**src/rc_pwm_channel_decoder_assert.svh**
```systemverilog
// Assertion macros shared by the decoder modules.
// Each macro expects signals named clk and rst_n in the enclosing module.
`ifndef RC_PWM_CHANNEL_DECODER_ASSERT_SVH
`define RC_PWM_CHANNEL_DECODER_ASSERT_SVH

// The consequent must hold in the same cycle as the antecedent.
`define RCPWM_ASSERT_NOW(label, ante, cons, msg) \
  label: assert property (@(posedge clk) disable iff (!rst_n) (ante) |-> (cons)) \
    else $error(msg);

// The consequent must hold in the cycle after the antecedent.
`define RCPWM_ASSERT_NEXT(label, ante, cons, msg) \
  label: assert property (@(posedge clk) disable iff (!rst_n) (ante) |=> (cons)) \
    else $error(msg);

`endif

```
**src/rcpwm_pkg.sv**
```systemverilog
`timescale 1ns / 1ps
// Shared types and constants of the RC PWM channel decoder.
// No dependencies; every source but the macro header imports it.
package rcpwm_pkg;

  localparam int ACT_W      = 2;
  localparam int CH_W       = 3;
  localparam int PULSE_W    = 16;
  localparam int NOISE_W    = 8;
  localparam int SIL_W      = 24;
  localparam int CFG_IDX_W  = 2;
  localparam int CFG_DATA_W = 24;
  localparam int PROD_W     = 24;
  localparam int Q_W        = 8;
  localparam int CMD_W      = 8;
  localparam int THR_W      = 7;

  localparam logic [ACT_W-1:0] ACT_TICK = 2'd0;
  localparam logic [ACT_W-1:0] ACT_RISE = 2'd1;
  localparam logic [ACT_W-1:0] ACT_FALL = 2'd2;
  localparam logic [ACT_W-1:0] ACT_NONE = 2'd3;

  localparam logic [CFG_IDX_W-1:0] CFG_MAX_PULSE = 2'd0;
  localparam logic [CFG_IDX_W-1:0] CFG_NOISE     = 2'd1;
  localparam logic [CFG_IDX_W-1:0] CFG_TIMEOUT   = 2'd2;

  localparam logic [PULSE_W-1:0] MAX_PULSE_RST = 16'd2000;
  localparam logic [NOISE_W-1:0] NOISE_RST     = 8'd25;
  localparam logic [SIL_W-1:0]   TIMEOUT_RST   = 24'd1000000;
  localparam logic [SIL_W-1:0]   SIL_MAX       = 24'hFFFFFF;

  localparam logic [Q_W-1:0]   SCALE      = 8'd200;
  localparam logic [Q_W:0]     OFFSET     = 9'd100;

  localparam logic [CH_W-1:0] CH_PITCH    = 3'd0;
  localparam logic [CH_W-1:0] CH_ROLL     = 3'd1;
  localparam logic [CH_W-1:0] CH_YAW      = 3'd2;
  localparam logic [CH_W-1:0] CH_THROTTLE = 3'd3;

  typedef struct packed {
    logic ld_item;
    logic tick;
    logic rise;
    logic diff;
    logic cap;
    logic mul;
    logic div_step;
    logic commit;
    logic emit_fail;
    logic emit_frame;
  } cmd_t;

  typedef struct packed {
    logic [ACT_W-1:0] action;
    logic             ch_ok;
    logic             ch_throttle;
    logic             fail_hit;
  } sts_t;

endpackage

```
**src/rcpwm_if.sv**
```systemverilog
`timescale 1ns / 1ps
// Valid/ready channel interfaces for event input, frame output and configuration.
// Uses widths from rcpwm_pkg.
interface rcpwm_in_if;
  import rcpwm_pkg::*;
  logic                   valid;
  logic                   ready;
  logic [ACT_W-1:0]       action;
  logic [CH_W-1:0]        channel;
  modport source (output valid, output action, output channel, input ready);
  modport sink (input valid, input action, input channel, output ready);
endinterface

interface rcpwm_out_if;
  import rcpwm_pkg::*;
  logic                   valid;
  logic                   ready;
  logic                   healthy;
  logic signed [7:0]      pitch;
  logic signed [7:0]      roll;
  logic signed [7:0]      yaw;
  logic [THR_W-1:0]       throttle;
  modport source (output valid, output healthy, output pitch, output roll, output yaw,
                  output throttle, input ready);
  modport sink (input valid, input healthy, input pitch, input roll, input yaw,
                input throttle, output ready);
endinterface

interface rcpwm_cfg_if;
  import rcpwm_pkg::*;
  logic                   valid;
  logic                   ready;
  logic [CFG_IDX_W-1:0]   index;
  logic [CFG_DATA_W-1:0]  data;
  modport source (output valid, output index, output data, input ready);
  modport sink (input valid, input index, input data, output ready);
endinterface

```
**src/rcpwm_ctrl.sv**
```systemverilog
`timescale 1ns / 1ps
// Sequencing controller of the decoder: event decode, divider steps, result transfer.
// Depends on rcpwm_pkg and the assertion macro header.
`include "rc_pwm_channel_decoder_assert.svh"

module rcpwm_ctrl
  import rcpwm_pkg::*;
(
  input  logic clk,
  input  logic rst_n,
  input  logic in_valid,
  output logic in_ready,
  output logic out_valid,
  input  logic out_ready,
  input  sts_t sts,
  output cmd_t cmd
);

  localparam int ST_W  = 3;
  localparam int CNT_W = $clog2(Q_W);

  localparam logic [ST_W-1:0] S_IDLE       = 3'd0;
  localparam logic [ST_W-1:0] S_DECODE     = 3'd1;
  localparam logic [ST_W-1:0] S_CAP        = 3'd2;
  localparam logic [ST_W-1:0] S_MUL        = 3'd3;
  localparam logic [ST_W-1:0] S_DIV        = 3'd4;
  localparam logic [ST_W-1:0] S_COMMIT     = 3'd5;
  localparam logic [ST_W-1:0] S_EMIT_FAIL  = 3'd6;
  localparam logic [ST_W-1:0] S_EMIT_FRAME = 3'd7;

  localparam logic [CNT_W-1:0] CNT_LAST = CNT_W'(Q_W - 1);

  logic [ST_W-1:0]  state_r, state_nxt;
  logic [CNT_W-1:0] cnt_r, cnt_nxt;
  logic             out_valid_r, out_valid_nxt;
  logic             slot_free;

  assign slot_free = !out_valid_r || out_ready;
  assign in_ready  = (state_r == S_IDLE);
  assign out_valid = out_valid_r;

  always_comb begin
    state_nxt = state_r;
    cnt_nxt   = cnt_r;
    cmd       = '0;
    unique case (state_r)
      S_IDLE: begin
        if (in_valid) begin
          cmd.ld_item = 1'b1;
          state_nxt   = S_DECODE;
        end
      end
      S_DECODE: begin
        state_nxt = S_IDLE;
        unique case (sts.action)
          ACT_TICK: begin
            cmd.tick = 1'b1;
            if (sts.fail_hit) begin
              state_nxt = S_EMIT_FAIL;
            end
          end
          ACT_RISE: begin
            cmd.rise = sts.ch_ok;
          end
          ACT_FALL: begin
            if (sts.ch_ok) begin
              cmd.diff  = 1'b1;
              state_nxt = S_CAP;
            end
          end
          ACT_NONE: begin
            state_nxt = S_IDLE;
          end
        endcase
      end
      S_CAP: begin
        cmd.cap   = 1'b1;
        state_nxt = S_MUL;
      end
      S_MUL: begin
        cmd.mul   = 1'b1;
        cnt_nxt   = CNT_LAST;
        state_nxt = S_DIV;
      end
      S_DIV: begin
        cmd.div_step = 1'b1;
        cnt_nxt      = cnt_r - 1'b1;
        if (cnt_r == '0) begin
          state_nxt = S_COMMIT;
        end
      end
      S_COMMIT: begin
        cmd.commit = 1'b1;
        state_nxt  = sts.ch_throttle ? S_EMIT_FRAME : S_IDLE;
      end
      S_EMIT_FAIL: begin
        if (slot_free) begin
          cmd.emit_fail = 1'b1;
          state_nxt     = S_IDLE;
        end
      end
      S_EMIT_FRAME: begin
        if (slot_free) begin
          cmd.emit_frame = 1'b1;
          state_nxt      = S_IDLE;
        end
      end
      default: begin
        state_nxt = S_IDLE;
      end
    endcase
  end

  always_comb begin
    if (cmd.emit_fail || cmd.emit_frame) begin
      out_valid_nxt = 1'b1;
    end else if (out_ready) begin
      out_valid_nxt = 1'b0;
    end else begin
      out_valid_nxt = out_valid_r;
    end
  end

  always_ff @(posedge clk) begin
    if (!rst_n) begin
      state_r     <= S_IDLE;
      cnt_r       <= '0;
      out_valid_r <= 1'b0;
    end else begin
      state_r     <= state_nxt;
      cnt_r       <= cnt_nxt;
      out_valid_r <= out_valid_nxt;
    end
  end

  `RCPWM_ASSERT_NEXT(a_accept_decodes, in_valid && in_ready, state_r == S_DECODE, "accepted event not decoded")
  `RCPWM_ASSERT_NEXT(a_div_ends, state_r == S_DIV && cnt_r == '0, state_r == S_COMMIT, "divider did not finish after its last step")
  `RCPWM_ASSERT_NEXT(a_emit_waits, (state_r == S_EMIT_FAIL || state_r == S_EMIT_FRAME) && out_valid_r && !out_ready, state_r == $past(state_r) && out_valid_r, "result overwritten while output is stalled")

endmodule

```
**src/rcpwm_dp.sv**
```systemverilog
`timescale 1ns / 1ps
// Datapath of the decoder: timer, start stamps, width scaling, divider and result register.
// Depends on rcpwm_pkg and the assertion macro header.
`include "rc_pwm_channel_decoder_assert.svh"

module rcpwm_dp
  import rcpwm_pkg::*;
#(
  parameter int CHANNEL_COUNT = 6,
  parameter int TIMER_BITS    = 32
) (
  input  logic                   clk,
  input  logic                   rst_n,
  input  logic                   cfg_valid,
  input  logic [CFG_IDX_W-1:0]   cfg_index,
  input  logic [CFG_DATA_W-1:0]  cfg_data,
  input  logic [ACT_W-1:0]       in_action,
  input  logic [CH_W-1:0]        in_channel,
  output logic                   out_healthy,
  output logic signed [7:0]      out_pitch,
  output logic signed [7:0]      out_roll,
  output logic signed [7:0]      out_yaw,
  output logic [THR_W-1:0]       out_throttle,
  input  cmd_t                   cmd,
  output sts_t                   sts
);

  localparam int CH_IDX_W = $clog2(CHANNEL_COUNT);

  logic [PULSE_W-1:0]        max_r;
  logic [NOISE_W-1:0]        noise_r;
  logic [SIL_W-1:0]          timeout_r;

  logic [ACT_W-1:0]          act_r;
  logic [CH_W-1:0]           ch_r;
  logic [TIMER_BITS-1:0]     timer_r;
  logic [TIMER_BITS-1:0]     stamp_r [CHANNEL_COUNT];
  logic [SIL_W-1:0]          silence_r;
  logic                      failrep_r;
  logic signed [7:0]         pitch_r, roll_r, yaw_r;

  logic [TIMER_BITS-1:0]     diff_r;
  logic [PULSE_W-1:0]        w_r;
  logic [PROD_W-1:0]         rem_r;
  logic [PROD_W-1:0]         div_r;
  logic [Q_W-1:0]            q_r;

  logic [CH_IDX_W-1:0]       ch_idx;
  logic [SIL_W-1:0]          sil_inc;
  logic [PULSE_W-1:0]        capped;
  logic [PULSE_W-1:0]        w_nxt;
  logic                      div_ge;
  logic [Q_W:0]              n_full;
  logic signed [7:0]         n_val;

  assign ch_idx  = ch_r[CH_IDX_W-1:0];
  assign sil_inc = (silence_r == SIL_MAX) ? silence_r : silence_r + 1'b1;
  assign capped  = (diff_r > TIMER_BITS'(max_r)) ? max_r : diff_r[PULSE_W-1:0];
  assign w_nxt   = (capped < PULSE_W'(noise_r)) ? '0 : capped;
  assign div_ge  = (rem_r >= div_r) && (max_r != '0);
  assign n_full  = {1'b0, q_r} - OFFSET;
  assign n_val   = n_full[7:0];

  assign sts.action      = act_r;
  assign sts.ch_ok       = ({1'b0, ch_r} < 4'(CHANNEL_COUNT));
  assign sts.ch_throttle = (ch_r == CH_THROTTLE);
  assign sts.fail_hit    = !failrep_r && (sil_inc >= timeout_r);

  always_ff @(posedge clk) begin
    if (!rst_n) begin
      max_r     <= MAX_PULSE_RST;
      noise_r   <= NOISE_RST;
      timeout_r <= TIMEOUT_RST;
    end else if (cfg_valid) begin
      unique case (cfg_index)
        CFG_MAX_PULSE: max_r     <= cfg_data[PULSE_W-1:0];
        CFG_NOISE:     noise_r   <= cfg_data[NOISE_W-1:0];
        CFG_TIMEOUT:   timeout_r <= cfg_data[SIL_W-1:0];
        default: begin
        end
      endcase
    end
  end

  always_ff @(posedge clk) begin
    if (!rst_n) begin
      timer_r   <= '0;
      silence_r <= '0;
      failrep_r <= 1'b0;
      pitch_r   <= '0;
      roll_r    <= '0;
      yaw_r     <= '0;
      for (int i = 0; i < CHANNEL_COUNT; i++) begin
        stamp_r[i] <= '0;
      end
    end else begin
      if (cmd.tick) begin
        timer_r   <= timer_r + 1'b1;
        silence_r <= sil_inc;
        if (sts.fail_hit) begin
          failrep_r <= 1'b1;
        end
      end
      if (cmd.rise) begin
        if (ch_r == CH_PITCH) begin
          timer_r         <= '0;
          stamp_r[ch_idx] <= '0;
        end else begin
          stamp_r[ch_idx] <= timer_r;
        end
      end
      if (cmd.diff) begin
        silence_r <= '0;
        failrep_r <= 1'b0;
      end
      if (cmd.commit) begin
        unique case (ch_r)
          CH_PITCH: pitch_r <= n_val;
          CH_ROLL:  roll_r  <= n_val;
          CH_YAW:   yaw_r   <= n_val;
          default: begin
          end
        endcase
      end
      if (cmd.emit_frame) begin
        pitch_r <= '0;
        roll_r  <= '0;
        yaw_r   <= '0;
      end
    end
  end

  always_ff @(posedge clk) begin
    if (cmd.ld_item) begin
      act_r <= in_action;
      ch_r  <= in_channel;
    end
    if (cmd.diff) begin
      diff_r <= timer_r - stamp_r[ch_idx];
    end
    if (cmd.cap) begin
      w_r <= w_nxt;
    end
    if (cmd.mul) begin
      rem_r <= PROD_W'(w_r) * PROD_W'(SCALE);
      div_r <= PROD_W'({max_r, {(Q_W - 1){1'b0}}});
      q_r   <= '0;
    end
    if (cmd.div_step) begin
      if (div_ge) begin
        rem_r <= rem_r - div_r;
      end
      div_r <= div_r >> 1;
      q_r   <= {q_r[Q_W-2:0], div_ge};
    end
    if (cmd.emit_fail) begin
      out_healthy  <= 1'b0;
      out_pitch    <= '0;
      out_roll     <= '0;
      out_yaw      <= '0;
      out_throttle <= '0;
    end
    if (cmd.emit_frame) begin
      out_healthy  <= 1'b1;
      out_pitch    <= pitch_r;
      out_roll     <= roll_r;
      out_yaw      <= yaw_r;
      out_throttle <= q_r[Q_W-1:1];
    end
  end

  `RCPWM_ASSERT_NOW(a_quot_range, cmd.commit, q_r <= SCALE, "normalized quotient above full scale")
  `RCPWM_ASSERT_NEXT(a_fall_clears, cmd.diff, silence_r == '0 && !failrep_r, "falling edge did not restart silence count")
  `RCPWM_ASSERT_NEXT(a_frame_clears, cmd.emit_frame, pitch_r == '0 && roll_r == '0 && yaw_r == '0, "held axes not cleared after frame")

endmodule

```
**src/rc_pwm_channel_decoder.sv**
```systemverilog
`timescale 1ns / 1ps
// RC receiver pulse-width decoder: top level joining controller and datapath.
// Depends on rcpwm_pkg, the channel interfaces, rcpwm_ctrl and rcpwm_dp.
//
// Usage: in_ch carries one event per transfer: a one-microsecond tick, a rising
// edge or a falling edge with its receiver channel. out_ch carries command
// frames, sent after a throttle falling edge, and silence failure reports.
// cfg_ch writes max_pulse_us (index 0), noise_floor_us (1) and
// silence_timeout_us (2); it is always ready. The user must see that it is
// written only while idle; the block does not enforce this. Events are handled
// one at a time. A tick or a rising edge passes through decode, plus an emit
// state for a failure result; a falling edge through decode, cap, multiply, the
// 8-step restoring divider, commit and, for a frame, emit. out_ch is registered.
// Reset clears the timer, start stamps, held axes and silence state and loads
// the register defaults. While the receiver stalls, the result stays in the
// output register and the next event is still accepted; only a second result
// waits until the first one has been transferred.
module rc_pwm_channel_decoder
  import rcpwm_pkg::*;
#(
  parameter int CHANNEL_COUNT = 6,
  parameter int TIMER_BITS    = 32
) (
  input  logic             clk,
  input  logic             rst_n,
  rcpwm_in_if.sink         in_ch,
  rcpwm_out_if.source      out_ch,
  rcpwm_cfg_if.sink        cfg_ch
);

  cmd_t cmd;
  sts_t sts;

  assign cfg_ch.ready = 1'b1;

  rcpwm_ctrl u_ctrl (
    .clk       (clk),
    .rst_n     (rst_n),
    .in_valid  (in_ch.valid),
    .in_ready  (in_ch.ready),
    .out_valid (out_ch.valid),
    .out_ready (out_ch.ready),
    .sts       (sts),
    .cmd       (cmd)
  );

  rcpwm_dp #(
    .CHANNEL_COUNT (CHANNEL_COUNT),
    .TIMER_BITS    (TIMER_BITS)
  ) u_dp (
    .clk          (clk),
    .rst_n        (rst_n),
    .cfg_valid    (cfg_ch.valid),
    .cfg_index    (cfg_ch.index),
    .cfg_data     (cfg_ch.data),
    .in_action    (in_ch.action),
    .in_channel   (in_ch.channel),
    .out_healthy  (out_ch.healthy),
    .out_pitch    (out_ch.pitch),
    .out_roll     (out_ch.roll),
    .out_yaw      (out_ch.yaw),
    .out_throttle (out_ch.throttle),
    .cmd          (cmd),
    .sts          (sts)
  );

endmodule

```
**src/flat_wrapper.sv**
```systemverilog
// flat-port wrapper written by rule: the top's interface ports become plain ports
module rc_pwm_channel_decoder_flat import rcpwm_pkg::*;
#(
  parameter int CHANNEL_COUNT = 6,
  parameter int TIMER_BITS    = 32
)
  (clk, rst_n, in_ch_valid, in_ch_action, in_ch_channel, in_ch_ready, out_ch_valid, out_ch_healthy, out_ch_pitch, out_ch_roll, out_ch_yaw, out_ch_throttle, out_ch_ready, cfg_ch_valid, cfg_ch_index, cfg_ch_data, cfg_ch_ready);
  rcpwm_in_if in_ch_i ();
  rcpwm_out_if out_ch_i ();
  rcpwm_cfg_if cfg_ch_i ();
  input  logic clk;
  input  logic rst_n;
  input wire logic [$bits(in_ch_i.valid)-1:0] in_ch_valid;
  input wire logic [$bits(in_ch_i.action)-1:0] in_ch_action;
  input wire logic [$bits(in_ch_i.channel)-1:0] in_ch_channel;
  output wire logic [$bits(in_ch_i.ready)-1:0] in_ch_ready;
  output wire logic [$bits(out_ch_i.valid)-1:0] out_ch_valid;
  output wire logic [$bits(out_ch_i.healthy)-1:0] out_ch_healthy;
  output wire logic [$bits(out_ch_i.pitch)-1:0] out_ch_pitch;
  output wire logic [$bits(out_ch_i.roll)-1:0] out_ch_roll;
  output wire logic [$bits(out_ch_i.yaw)-1:0] out_ch_yaw;
  output wire logic [$bits(out_ch_i.throttle)-1:0] out_ch_throttle;
  input wire logic [$bits(out_ch_i.ready)-1:0] out_ch_ready;
  input wire logic [$bits(cfg_ch_i.valid)-1:0] cfg_ch_valid;
  input wire logic [$bits(cfg_ch_i.index)-1:0] cfg_ch_index;
  input wire logic [$bits(cfg_ch_i.data)-1:0] cfg_ch_data;
  output wire logic [$bits(cfg_ch_i.ready)-1:0] cfg_ch_ready;
  assign in_ch_i.valid = in_ch_valid;
  assign in_ch_i.action = in_ch_action;
  assign in_ch_i.channel = in_ch_channel;
  assign in_ch_ready = in_ch_i.ready;
  assign out_ch_valid = out_ch_i.valid;
  assign out_ch_healthy = out_ch_i.healthy;
  assign out_ch_pitch = out_ch_i.pitch;
  assign out_ch_roll = out_ch_i.roll;
  assign out_ch_yaw = out_ch_i.yaw;
  assign out_ch_throttle = out_ch_i.throttle;
  assign out_ch_i.ready = out_ch_ready;
  assign cfg_ch_i.valid = cfg_ch_valid;
  assign cfg_ch_i.index = cfg_ch_index;
  assign cfg_ch_i.data = cfg_ch_data;
  assign cfg_ch_ready = cfg_ch_i.ready;
  rc_pwm_channel_decoder #(.CHANNEL_COUNT(CHANNEL_COUNT), .TIMER_BITS(TIMER_BITS)) u_core (.clk(clk), .rst_n(rst_n), .in_ch(in_ch_i), .out_ch(out_ch_i), .cfg_ch(cfg_ch_i));
endmodule
```
**config.mk**
```make
export PLATFORM = sky130hd
export DESIGN_NAME = rc_pwm_channel_decoder_flat
export DESIGN_NICKNAME = d
export VERILOG_FILES = /design/src/rcpwm_pkg.sv /design/src/rcpwm_if.sv /design/src/rcpwm_ctrl.sv /design/src/rcpwm_dp.sv /design/src/rc_pwm_channel_decoder.sv /design/src/flat_wrapper.sv
export VERILOG_INCLUDE_DIRS = /design/src /design/src/src
export SDC_FILE = /design/constraint.sdc
export NUM_CORES = 1
export LEC_CHECK = 0
export ABC_AREA = 1
export ABC_CLOCK_PERIOD_IN_PS = 3200
export CELL_PAD_IN_SITES_DETAIL_PLACEMENT = 1
export CELL_PAD_IN_SITES_GLOBAL_PLACEMENT = 2
export CORE_ASPECT_RATIO = 1.75
export CORE_UTILIZATION = 37
export CTS_BUF_LIST = sky130_fd_sc_hd__clkbuf_16
export CTS_CLUSTER_SIZE = 24
export DETAILED_ROUTE_END_ITERATION = 8
export DONT_BUFFER_PORTS = 1
export MAX_ROUTING_LAYER = met4
export PLACE_DENSITY_LB_ADDON = 0.1
export SLEW_MARGIN = 20
export SYNTH_ARGS = -nofsm -noshare
export SYNTH_HDL_FRONTEND = slang
export SYNTH_HIERARCHICAL = 1
export SYNTH_SLANG_ARGS = --single-unit
export TNS_END_PERCENT = 100
```
**constraint.sdc**
```tcl
create_clock -name clk -period 3.2 [get_ports clk]
set_clock_uncertainty 0.1 [all_clocks]
set_input_delay 0.8 -clock clk [delete_from_list [all_inputs] [get_ports clk]]
set_output_delay 0.8 -clock clk [all_outputs]
set_load 0.02 [all_outputs]
```
==> reports/results.ini <==
[synth]
syn_inst=3118
synth_top_cells_by_count=nor2_1, inv_1, nand2_1
synth-edff-count=371
syn-cell-area_um2=28000
ys_ff_latch=535
ys_async_sr_fraction_pct=0
synth-seq-area-share_pct=51.5
synth_top_area_share_pct=39.8
synthesis.yosys.warnings=6
yosys.cell_count.top_type=nor2_1
synth.area.top_cells=edfxtp_1, dfxtp_1, ha_1, nor2_1, inv_1
avgSynthCellArea_um2=8.99
ys_types=62
synth_flop_cell=edfxtp_1
synth_top_area_cell=edfxtp_1

[die]
initial_standard_cell_utilization_of_the_core_pct=37.3
core_box_area_um2=75100
horiz_die_dim_um=210
io-pin-count=71
die_area_um2=76900
chipHeight_um=366
fp-row-count=133

[detailed_routing]
route.final.wire_length_um=101000
via_count=23537
wl_per_cell_um=22.1
detail_route.drc_violations=0
detailedRoute.firstIterationViolations=1064
drt_pre_antenna_iters=7
post_drt_via_cell_ratio=5.15
antenna_violating_nets_post_route=0

[clocking]
tritoncts.num_buffers=53
clk_pin_slew_worst_paths_ps=70
cts_tree=done
tritoncts_num_sinks=535
ctsLongestPathBuffers=3
worst_skew_pair.late_latency_ps=640
cts_max_level=2
cts_root_buffer=clkbuf_16

[critical_path]
crit_path_dat_ps=3910
reg2reg_slack_ps=-230
worst_ep_required_time_ps=3680
slowest_stage_cell_cp=dfxtp_2
critical_path.n_buffers_inverters=7
cpMostUsedCell=inv_2
crit_path_end_kind=flop
critPathTopFamily=simple AND/OR/NAND/NOR gates
timing.critical_path.fanout_max=3
worst_path_largest_cell_delay_ps=370
critical_path.startpoint_type=flop
setup.worst_path.class=reg2reg

[global_routing]
grt_overflow_total=0
grt_max_degree=62
antenna_found_initial=3
first_global_vias=25421
grt_use_total_pct=26.1
grt_pass1_wl_um=147000

[sta]
fin_crit_ps=3430
setup_viol_count_final=15
worst_slack_ps=-227
report.final.hold_viol_count=0
grt_setup_unrepaired=true
slew_headroom_pct=45.5
maxSlewViolCount=0
timing_worst_slew_pin_value_ps=816
post-route-period-util_pct=107
timing.fmax_ghz=0.292
fin_hold_ws_ps=170

[cells_and_area]
final_layout_size_suffix_gt1_share_pct=24.9
areaGrowthSynthToFinish_pct=30.5
layout.cell_area.non_filler_um2=36600
utilization_pct=48.7
fillCellCount=8449
finish.net_count=3723

[hold_path]
worstHoldPathType=in2reg

[placed_design]
detailed_place_hpwl_um=70900
post_dp_cell_area_um2=31700
port_buffers=0
globalplace.congestion=0.896
post-place-ws_ps=-549

[power_and_ir_drop]
power-per-cell-area_nw_per_um2=545
p_leak_nw=15.1
irDropWorstVdd_v=0.000496

[job]
number_of_max_cap_violations=0

[status]
status=finished with violations
failing_checks=negative setup slack

per-layer routing:
metal  track usage (%)  up-vias  share of wire, %
li1                  -    11257                 -
met1              24.3    11627                34
met2              52.0      419                58
met3              3.00      234               3.0
met4              11.2        0               4.9
met5                 -        -                 0
area by class of cell:
type	count	area [um^2]	share of cell area [%]
diodes	2	5.00	0.0137
clock buffers	54	1350	3.70
clock inverters	45	488	1.33
inverters	450	1710	4.68
multi-input cells	2053	13400	36.6
flip-flops and latches	535	14400	39.5
well taps	1012	1270	3.46
repair buffers	422	3930	10.7
where the power goes:
group          total, W  internal (W)  switching, W
clock network   0.00672       0.00383       0.00289
logic           0.00526       0.00224       0.00302
registers       0.00795       0.00774      0.000203
total            0.0199        0.0138       0.00612
metrics by stage:
stage / total power [W] / setup TNS [ps] / instances
after CTS: 0.0195 / -1000 / 4514
after global placement: 0.0122 / -7620 / 4379
after global routing: 0.0208 / -4980 / 4573
after detailed placement: 0.0122 / -10770 / 4379
final: 0.0199 / -1140 / 4573
after floorplan: 0.0105 / -1620 / 3149
cells by family after synthesis:
group | count (synthesis) | synth area share [%]
AO/OA/AOI/OAI | 677 | 13.7
XOR/XNOR | 94 | 2.97
adder cells (fa/ha/maj) | 172 | 8.03
buffers and inverters | 562 | 7.69
flip-flops | 535 | 51.5
multiplexers | 2 | 0.0715
other | 2 | 0.0268
AND/OR/NAND/NOR | 1074 | 16.1
flip-flops by register name (all words and copies together), names as in the netlist, 3 cells and up, named ones only:
signal and cells:
u_core/u_dp/pitch_r 8, u_core/u_dp/out_yaw 8, u_core/u_dp/div_r 23, u_core/u_dp/w_r 16, u_core/u_dp/q_r 8, u_core/u_dp/rem_r 24
u_core/u_dp/roll_r 8, u_core/u_ctrl/cnt_r 3, u_core/u_dp/ch_idx 3, u_core/u_dp/silence_r 24, u_core/u_dp/out_throttle 7, u_core/u_dp/max_r 16
u_core/u_dp/diff_r 32, u_core/u_dp/yaw_r 8, u_core/u_dp/noise_r 8, u_core/u_dp/stamp_r 256, u_core/u_dp/out_roll 8, u_core/u_dp/timer_r 32
u_core/u_dp/out_pitch 8, u_core/u_dp/timeout_r 24, u_core/u_ctrl/state_r 3
placed cells by master, fill, tap and decap left out, types with 26 or more instances in the layout:
cell	count
nand3_1	50
nand2_2	48
buf_4	354
nor3_1	39
nand2_1	352
clkbuf_16	63
xor2_1	66
inv_2	30
o22ai_1	26
a21oi_1	124
o21ai_0	215
conb_1	33
ha_1	118
inv_1	423
a21oi_2	44
o21ai_2	50
dfxtp_1	159
ha_4	39
o21ai_1	63
edfxtp_1	371
nor2_1	439
nand4_1	26
timing repair:
action                                  CTS  global route
gates cloned                              6            10
buffers inserted                         33            57
endpoints found under the setup margin   42            45
pin swaps                               107           200
resized for setup                       235           282
hold buffers                              0             0
final timing paths:
check	from	end	depth (start not counted)
worst max-delay path	u_core/u_dp/silence_r[1]$_SDFFE_PP0P_	u_core/u_ctrl/state_r[2]$_SDFFE_PN0P_	25
worst min-delay path	in_ch_action[0]	u_core/u_dp/act_r[0]$_DFFE_PP_	0
worst max register to register	u_core/u_dp/silence_r[1]$_SDFFE_PP0P_	u_core/u_ctrl/state_r[2]$_SDFFE_PN0P_	25
worst min register to register	u_core/u_dp/roll_r[1]$_SDFFE_PP0P_	u_core/u_dp/roll_r[1]$_SDFFE_PP0P_	2
(Power assumes the default switching activity.)
